$ cat src/hw/rtl/hps_pkg.sv
// ----------------------------------------------------------------------------
// hps_pkg
// types and constants shared by the hall period speedometer modules
// ----------------------------------------------------------------------------
package hps_pkg;

  localparam int unsigned SPEED_W   = 25;
  localparam int unsigned DIV_STEPS = 32;
  localparam int unsigned CNT_W     = $clog2(DIV_STEPS);
  localparam int unsigned PROD_W    = 56;
  localparam int unsigned FRAC_W    = 16;

  localparam logic [SPEED_W-1:0] SPEED_MAX = {SPEED_W{1'b1}};
  localparam logic [3:0]         COUNT_MAX = 4'd15;

  // register reset values
  localparam logic [31:0] RATE_RST  = 32'd100000;
  localparam logic [23:0] SCALE_RST = 24'd988383;
  localparam logic [3:0]  STALL_RST = 4'd5;

  // register indexes
  typedef enum logic [1:0] {
    REG_RATE  = 2'd0,
    REG_SCALE = 2'd1,
    REG_STALL = 2'd2
  } hps_reg_e;

  // item kinds
  localparam logic REQ_EDGE   = 1'b0;
  localparam logic REQ_SAMPLE = 1'b1;

  typedef struct packed {
    logic        req_type;
    logic [31:0] timestamp;
  } hps_in_t;

  typedef struct packed {
    logic [SPEED_W-1:0] speed;
    logic               stalled;
  } hps_out_t;

  typedef struct packed {
    logic [31:0] rate_numerator;
    logic [23:0] speed_scale_q16;
    logic [3:0]  stall_threshold;
  } hps_cfg_t;

  // sequencer commands to the arithmetic unit
  typedef struct packed {
    logic load;
    logic step;
    logic mul;
  } hps_ctrl_t;

  typedef enum logic [1:0] {
    ST_IDLE = 2'd0,
    ST_DIV  = 2'd1,
    ST_MUL  = 2'd2,
    ST_FIN  = 2'd3
  } hps_state_e;

endpackage

$ cat src/hw/rtl/hps_regs.sv
// ----------------------------------------------------------------------------
// hps_regs
// apb register file for numerator, wheel scale and stall threshold
// ----------------------------------------------------------------------------
module hps_regs import hps_pkg::*; (
  input  logic        clk_i,
  input  logic        rst_ni,
  input  logic        psel,
  input  logic        penable,
  input  logic        pwrite,
  input  logic [3:0]  paddr,
  input  logic [31:0] pwdata,
  output logic [31:0] prdata,
  output logic        pready,
  output hps_cfg_t    cfg_o
);

  hps_cfg_t cfg_q;
  logic     wr_en;

  assign pready = 1'b1;
  assign wr_en  = psel & penable & pwrite;

  // register writes
  always_ff @(posedge clk_i or negedge rst_ni) begin
    if (!rst_ni) begin
      cfg_q.rate_numerator  <= RATE_RST;
      cfg_q.speed_scale_q16 <= SCALE_RST;
      cfg_q.stall_threshold <= STALL_RST;
    end else if (wr_en) begin
      case (paddr[3:2])
        REG_RATE:  cfg_q.rate_numerator  <= pwdata;
        REG_SCALE: cfg_q.speed_scale_q16 <= pwdata[23:0];
        REG_STALL: cfg_q.stall_threshold <= pwdata[3:0];
        default: ;
      endcase
    end
  end

  // read mux
  always_comb begin
    case (paddr[3:2])
      REG_RATE:  prdata = cfg_q.rate_numerator;
      REG_SCALE: prdata = {8'd0, cfg_q.speed_scale_q16};
      REG_STALL: prdata = {28'd0, cfg_q.stall_threshold};
      default:   prdata = 32'd0;
    endcase
  end

  assign cfg_o = cfg_q;

endmodule

$ cat src/hw/rtl/hps_arith.sv
// ----------------------------------------------------------------------------
// hps_arith
// shared restoring divider, one quotient bit a cycle, then one scale multiply
// ----------------------------------------------------------------------------
module hps_arith import hps_pkg::*; (
  input  logic              clk_i,
  input  hps_ctrl_t         ctrl_i,
  input  logic [31:0]       dividend_i,
  input  logic [31:0]       divisor_i,
  input  logic [23:0]       scale_i,
  output logic [PROD_W-1:0] product_o
);

  logic [31:0]       rem_q, quo_q;
  logic [32:0]       rem_sh, diff;
  logic              ge;
  logic [PROD_W-1:0] prod_q, mul_full;

  // one trial subtract per step
  assign rem_sh   = {rem_q, quo_q[31]};
  assign diff     = rem_sh - {1'b0, divisor_i};
  assign ge       = ~diff[32];
  assign mul_full = PROD_W'(quo_q) * PROD_W'(scale_i);

  // divider state and product register
  always_ff @(posedge clk_i) begin
    if (ctrl_i.load) begin
      rem_q <= 32'd0;
      quo_q <= dividend_i;
    end else if (ctrl_i.step) begin
      rem_q <= ge ? diff[31:0] : rem_sh[31:0];
      quo_q <= {quo_q[30:0], ge};
    end
    if (ctrl_i.mul) begin
      prod_q <= mul_full;
    end
  end

  assign product_o = prod_q;

endmodule

$ cat src/hw/rtl/hall_period_speedometer_core.sv
// ----------------------------------------------------------------------------
// hall_period_speedometer_core
// hall sensor period tachometer with scaled, stall-aware speed output
// ----------------------------------------------------------------------------
// A Hall edge beat is taken while idle and leaves the block idle and ready. A
// sample beat passes through a load of the divider, 32 steps of the shared
// restoring divider (one quotient bit per cycle), the 32x24 scale multiply and
// a final state that saturates and updates the repeat counter, and then its
// result beat is offered; it stays there longer only while the output register
// still holds an untaken result. No clearing pass follows reset.
module hall_period_speedometer_core import hps_pkg::*; (
  input  logic        clk_i,
  input  logic        rst_ni,
  input  logic        in_valid_i,
  output logic        in_ready_o,
  input  hps_in_t     in_data_i,
  output logic        out_valid_o,
  input  logic        out_ready_i,
  output hps_out_t    out_data_o,
  input  logic        psel,
  input  logic        penable,
  input  logic        pwrite,
  input  logic [3:0]  paddr,
  input  logic [31:0] pwdata,
  output logic [31:0] prdata,
  output logic        pready
);

  hps_cfg_t          cfg;
  hps_ctrl_t         ctrl;
  hps_state_e        state_q, state_d;
  logic [CNT_W-1:0]  cnt_q, cnt_d;
  logic [PROD_W-1:0] product;

  logic               awaiting_q;
  logic [31:0]        start_q, period_q;
  logic [SPEED_W-1:0] prev_q, cur;
  logic [3:0]         rep_q, rep_next;
  logic               stall;
  logic               out_valid_q;
  hps_out_t           out_q;
  logic               in_fire, fin_fire, edge_fire;

  hps_regs u_regs (
    .clk_i   (clk_i),
    .rst_ni  (rst_ni),
    .psel    (psel),
    .penable (penable),
    .pwrite  (pwrite),
    .paddr   (paddr),
    .pwdata  (pwdata),
    .prdata  (prdata),
    .pready  (pready),
    .cfg_o   (cfg)
  );

  hps_arith u_arith (
    .clk_i      (clk_i),
    .ctrl_i     (ctrl),
    .dividend_i (cfg.rate_numerator),
    .divisor_i  (period_q),
    .scale_i    (cfg.speed_scale_q16),
    .product_o  (product)
  );

  assign in_ready_o = (state_q == ST_IDLE);
  assign in_fire    = in_valid_i & in_ready_o;
  assign edge_fire  = in_fire & (in_data_i.req_type == REQ_EDGE);
  assign fin_fire   = (state_q == ST_FIN) & (~out_valid_q | out_ready_i);

  // next state
  always_comb begin
    state_d = state_q;
    cnt_d   = cnt_q;
    case (state_q)
      ST_IDLE: begin
        cnt_d = '0;
        if (in_fire && in_data_i.req_type == REQ_SAMPLE) state_d = ST_DIV;
      end
      ST_DIV: begin
        cnt_d = cnt_q + CNT_W'(1);
        if (cnt_q == CNT_W'(DIV_STEPS - 1)) state_d = ST_MUL;
      end
      ST_MUL:  state_d = ST_FIN;
      ST_FIN:  if (fin_fire) state_d = ST_IDLE;
      default: state_d = ST_IDLE;
    endcase
  end

  // sequencer outputs
  always_comb begin
    ctrl = '0;
    case (state_q)
      ST_IDLE: ctrl.load = in_fire;
      ST_DIV:  ctrl.step = 1'b1;
      ST_MUL:  ctrl.mul  = 1'b1;
      default: ctrl      = '0;
    endcase
  end

  // saturate scaled speed, zero with no period yet
  always_comb begin
    if (period_q == 32'd0) begin
      cur = '0;
    end else if (|product[PROD_W-1:FRAC_W+SPEED_W]) begin
      cur = SPEED_MAX;
    end else begin
      cur = product[FRAC_W+SPEED_W-1:FRAC_W];
    end
  end

  // repeat run counter and stall decision
  always_comb begin
    if (cur == prev_q) begin
      rep_next = (rep_q == COUNT_MAX) ? rep_q : rep_q + 4'd1;
    end else begin
      rep_next = 4'd0;
    end
    stall = rep_next > cfg.stall_threshold;
  end

  always_ff @(posedge clk_i or negedge rst_ni) begin
    if (!rst_ni) begin
      state_q <= ST_IDLE;
      cnt_q   <= '0;
    end else begin
      state_q <= state_d;
      cnt_q   <= cnt_d;
    end
  end

  // edge tracking and speed history
  always_ff @(posedge clk_i or negedge rst_ni) begin
    if (!rst_ni) begin
      awaiting_q <= 1'b0;
      start_q    <= 32'd0;
      period_q   <= 32'd0;
      prev_q     <= '0;
      rep_q      <= 4'd0;
    end else begin
      if (edge_fire) begin
        if (!awaiting_q) begin
          start_q    <= in_data_i.timestamp;
          awaiting_q <= 1'b1;
        end else begin
          awaiting_q <= 1'b0;
          if (in_data_i.timestamp > start_q) period_q <= in_data_i.timestamp - start_q;
        end
      end
      if (fin_fire) begin
        prev_q <= cur;
        rep_q  <= rep_next;
      end
    end
  end

  // output register
  always_ff @(posedge clk_i or negedge rst_ni) begin
    if (!rst_ni) begin
      out_valid_q <= 1'b0;
    end else if (fin_fire) begin
      out_valid_q <= 1'b1;
    end else if (out_ready_i) begin
      out_valid_q <= 1'b0;
    end
  end

  always_ff @(posedge clk_i) begin
    if (fin_fire) begin
      out_q.speed   <= stall ? '0 : cur;
      out_q.stalled <= stall;
    end
  end

  assign out_valid_o = out_valid_q;
  assign out_data_o  = out_q;

endmodule

$ cat config.mk
export PLATFORM = sky130hd
export DESIGN_NAME = hall_period_speedometer_core
export DESIGN_NICKNAME = d
export VERILOG_FILES = /design/src/hw/rtl/hps_pkg.sv /design/src/hw/rtl/hps_regs.sv /design/src/hw/rtl/hps_arith.sv /design/src/hw/rtl/hall_period_speedometer_core.sv
export SDC_FILE = /design/constraint.sdc
export NUM_CORES = 2
export LEC_CHECK = 0
export BUFFER_PORTS_ARGS = -buffer_cell sky130_fd_sc_hd__buf_2
export CAP_MARGIN = 15
export CORE_ASPECT_RATIO = 0.5
export CORE_UTILIZATION = 45
export CTS_CLUSTER_DIAMETER = 50
export DETAILED_ROUTE_END_ITERATION = 7
export HOLD_SLACK_MARGIN = 0.02
export PLACE_DENSITY = 0.7
export SYNTH_ARGS = -nofsm -noshare
export SYNTH_HDL_FRONTEND = slang
export SYNTH_SLANG_ARGS = --single-unit
export TNS_END_PERCENT = 100
$ cat constraint.sdc
create_clock -name clk_i -period 15.4 [get_ports clk_i]
set_input_delay 3.08 -clock clk_i [delete_from_list [all_inputs] [get_ports clk_i]]
set_output_delay 3.08 -clock clk_i [all_outputs]
set_load 0.05 [all_outputs]
==> results.md <==
Run status:
- The run finished with clean final reports.

Worst setup path:
- The maximum cell stage delay along the critical path is 1.16 ns.
- The type of the worst setup path is register to register.
- Data on the critical path is required at its endpoint by 15.70 ns.
- The most prevalent standard cell on the critical path is sky130_fd_sc_hd__fa_1.
- The startpoint kind of the worst setup timing path is a register.
- The critical path goes through nand2_1 -> fa_1 -> inv_1 -> fa_1 -> inv_1 -> fa_1 -> fa_1 -> inv_1 -> fa_1 -> fa_1 -> inv_1 -> fa_1 -> inv_1 -> ha_1 -> and3_2 -> nand4_1 -> a211o_1 -> o211ai_2 -> a21o_1 -> a211oi_2 -> o31a_1 -> o31ai_1 -> xnor2_1.
- The count of buffer and inverter cells on the critical path is 5.
- Grouping stages by cell kind, the critical path spends the most delay in adder cells.
- Of all nets on the critical path, the largest fanout is 34.
- In this run the register-to-register setup slack is ~7.1 ns.
- The category of the worst setup path capture point is a register.
- Among all stages on the critical path, the largest delay is contributed by sky130_fd_sc_hd__dfstp_2.
- The arrival time at the worst endpoint is 8.56 ns.
- The startpoint of the lowest-slack register-to-register path is u_regs.cfg_o[7]$_DFFE_PN1P_.
- The critical path starts at u_regs.cfg_o[7]$_DFFE_PN1P_.

Detailed routing:
- After detailed routing, the average wire length per cell comes to 18.4 um.
- The final route contains 30200 vias.
- The remaining antenna violation count after routing is 0.
- The number of vias per cell is about 5.4.
- In the routed design, unresolved DRC markers number 0.
- The total length of routed wires is 103000 um.
- The count of routing violations after the opening detailed-route iteration is 2136.
- The pre-antenna-repair detailed-routing pass consisted of 5 iterations.

Place:
- Detailed placement ended at an HPWL of between 70000 and 80000 um.
- The congestion estimate from routability-driven global placement came to 0.938.
- The setup slack after placement is 6.91 ns.
- The count of buffers inserted at the top-level ports is 133.
- The placed instances occupy a cell area of 41900 um2.

Synthesis:
- The Yosys step of the flow raised 0 warnings.
- The number of storage elements in the synthesis netlist is between 200 and 300.
- For this run, the leading register cell type out of synthesis is sky130_fd_sc_hd__dfrtp_1.
- Counting flops with a built-in enable in the synthesized netlist gives 98.
- The cell area that synthesis handed to floorplanning was 40200 um2.
- Yosys mapped the design onto a little under 90 distinct sky130hd cell types.
- The net count after synthesis is 5380.
- The share of synthesized registers carrying an async set or reset is between 50% and 60%.
- After synthesis, the mean cell area works out to 9.15 um2.
- After technology mapping, the gate count stands at around 4400.
- Of the synthesized area, sequential elements account for 19.1%.

Run:
- The tool flagged a number of max-cap violations equal to 0.

Timing:
- The remaining max-slew budget at the tightest pin is 13.8%.
- The worst-case clock skew is 0.0165 ns.
- The post-layout worst setup margin is 7.15 ns.
- The final hold violation count is 0.
- The number of max-slew violations in the final report is 0.
- The peak clock frequency supported by timing is 121 MHz.
- The share of the cycle needed by the critical path after routing is 53.6%.
- The final number of setup-violating endpoints is 0.
- Setup repair after global routing left no endpoint under its margin.
- The smallest clock period supported by the final layout is computed as a little over 8 ns.
- The final sum of negative setup slack is 0 ns.
- For the pin with the worst max-slew slack, the measured transition is 1.29 ns.

Clocking:
- The clock input transition at the sequential cells of the worst setup and hold paths is 0.07 ns.
- TritonCTS built the clock tree.
- The post-CTS setup buffer count is 0.
- At the later pin of the worst-skew pair, clock insertion delay measures 0.56 ns.
- The cell at the root of the clock tree is sky130_fd_sc_hd__clkbuf_16.
- The number of hold buffers added after CTS was 0.
- CTS built an H-tree with a depth of 1.
- The number of gates resized after CTS was 0.
- The clock passes through at most 3 buffers.
- TritonCTS created 29 clock buffers.
- Clock tree synthesis found a total of 292 sinks.

Global route:
- For this run the aggregate overflow at the end of global routing stands at 0.
- Global routing used 23.5% of the available tracks.
- The via count of the first global-routing pass is between 30000 and 40000.
- The wire length of the first global-routing pass is 169000 um.
- The maximum number of pins on one net before global-route repair is between 70 and 80.
- The initial antenna violation count is 5.

Finish:
- The post-route netlist has 8.27% of its cells at a drive strength greater than 1.
- Measured on the finished design, the core utilization comes to 48.5%.
- The filler cells instantiated in the layout total 8238.
- The final design instance area without fill is 42800 um2.
- The signed area change from the synthesized netlist to the final layout is 6.61%.
- In the final design database the tool counted approximately 5400 nets.

Floorplanning:
- Pin placement for this block handled between 100 and 150 I/O pins.
- The core region is 88300 um2.
- The number of core rows is 77.
- The initial core utilization is 45.5%.
- From bottom edge to top edge, the die measures ~210 um.
- The die is 425 um wide.
- The overall die area is 90600 um2.

Worst hold path:
- The worst hold path begins at u_arith.rem_q[24]$_SDFFE_PP0P_.
- The class of the tightest hold or removal check is register to register.
-- layer usage --
metal / wire length [um] / up-vias / track usage, %
li1: - / 13600 / -
met1: 41700 / 15200 / 30.3
met2: 50100 / 1063 / 40.8
met3: 7310 / 296 / 3.31
met4: 3810 / 2 / 7.98
met5: 7 / - / 0
-- placed cells by master, fill, tap and decap left out, types with 35 or more instances in the layout --
cell	instances
sky130_fd_sc_hd__a21o_1	54
sky130_fd_sc_hd__a21oi_1	116
sky130_fd_sc_hd__and2_1	397
sky130_fd_sc_hd__buf_2	132
sky130_fd_sc_hd__buf_4	49
sky130_fd_sc_hd__dfrtp_1	137
sky130_fd_sc_hd__edfxtp_1	98
sky130_fd_sc_hd__fa_1	659
sky130_fd_sc_hd__ha_1	251
sky130_fd_sc_hd__inv_1	816
sky130_fd_sc_hd__mux2_2	59
sky130_fd_sc_hd__mux2i_1	49
sky130_fd_sc_hd__nand2_1	657
sky130_fd_sc_hd__nand3_1	35
sky130_fd_sc_hd__nor2_1	154
sky130_fd_sc_hd__nor3_1	35
sky130_fd_sc_hd__o21ai_0	155
sky130_fd_sc_hd__o31ai_1	41
sky130_fd_sc_hd__xnor2_1	58
sky130_fd_sc_hd__xor2_1	37
-- through the flow --
step | cells | hold slack [ns]
floorplan | 4392 | 0.464
global placement | 5532 | 0.485
detailed placement | 5532 | 0.499
CTS | 5585 | 0.512
global route | 5589 | 0.531
finish | 5591 | 0.506
-- cells by family (layout without fill, tap and decap cells) --
| family | count (synthesis) | count (layout) | synth area share [%] |
|---|---|---|---|
| simple gates | 1416 | 1416 | 17.0 |
| buf+inv | 1043 | 1053 | 9.84 |
| fa+ha+maj | 912 | 912 | 40.7 |
| compound gates | 524 | 524 | 8.40 |
| flops | 292 | 292 | 19.1 |
| mux | 108 | 108 | 2.87 |
| xor+xnor | 96 | 96 | 2.09 |
| other cells | 1 | 5 | 0.00933 |
-- worst min-delay path: stages, from the launching register on --
cell                       delay [ns]
sky130_fd_sc_hd__dfxtp_1         0.32
sky130_fd_sc_hd__nand2b_1        0.07
sky130_fd_sc_hd__a31oi_1         0.07
-- worst paths after layout --
check | endpoint | cells after the start
min in group asynchronous | start_q[9]$_DFFE_PN0P_ | 1
max reg2reg | u_arith.product_o[55]$_DFFE_PP_ | 23
min | u_arith.rem_q[25]$_SDFFE_PP0P_ | 2
max | u_arith.product_o[55]$_DFFE_PP_ | 23
min reg2reg | u_arith.rem_q[25]$_SDFFE_PP0P_ | 2
max in group asynchronous | u_regs.cfg_o[17]$_DFFE_PN0P_ | 3
-- cells in the mapped netlist, types with 36 or more instances --
| cell | n | area share (%) |
|---|---|---|
| sky130_fd_sc_hd__inv_1 | 816 | 7.6 |
| sky130_fd_sc_hd__fa_1 | 659 | 33 |
| sky130_fd_sc_hd__nand2_1 | 658 | 6.1 |
| sky130_fd_sc_hd__and2_1 | 397 | 6.2 |
| sky130_fd_sc_hd__ha_1 | 253 | 7.9 |
| sky130_fd_sc_hd__clkbuf_1 | 202 | 1.9 |
| sky130_fd_sc_hd__nor2_1 | 155 | 1.4 |
| sky130_fd_sc_hd__o21ai_0 | 155 | 1.9 |
| sky130_fd_sc_hd__dfrtp_1 | 141 | 8.8 |
| sky130_fd_sc_hd__a21oi_1 | 116 | 1.4 |
| sky130_fd_sc_hd__edfxtp_1 | 98 | 7.3 |
| sky130_fd_sc_hd__mux2_2 | 59 | 1.7 |
| sky130_fd_sc_hd__xnor2_1 | 59 | 1.3 |
| sky130_fd_sc_hd__a21o_1 | 54 | 1.0 |
| sky130_fd_sc_hd__mux2i_1 | 49 | 1.2 |
| sky130_fd_sc_hd__o31ai_1 | 41 | 0.77 |
| sky130_fd_sc_hd__nor3_1 | 37 | 0.46 |
| sky130_fd_sc_hd__xor2_1 | 37 | 0.81 |
| sky130_fd_sc_hd__nand3_1 | 36 | 0.45 |
-- cell type report --
class / instances / area, um2 / share of cell area, %
Sequential cell: 292 / 7670 / 17.9
Antenna cell: 4 / 10.0 / 0.0234
Tap cell: 1185 / 1480 / 3.46
Clock inverter: 11 / 88.8 / 0.207
Timing Repair Buffer: 184 / 1090 / 2.56
Clock buffer: 42 / 825 / 1.92
Multi-Input combinational cell: 3057 / 28600 / 66.8
Inverter: 816 / 3060 / 7.15
-- state kept, by name, indices dropped and copies added, names as in the netlist --
| name | cells |
|---|---|
| period_q | 32 |
| u_arith.product_o | 40 |
| prev_q | 25 |
| u_arith.rem_q | 32 |
| awaiting_q | 1 |
| start_q | 32 |
| out_valid_o | 1 |
| out_data_o | 26 |
| state_q | 2 |
| u_arith.quo_q | 32 |
| rep_q | 4 |
| cnt_q | 5 |
| u_regs.cfg_o | 60 |
Power is left out: the tool's default activity adds up to more than one toggle a clock period on the data nets, which glitch-free logic cannot reach.
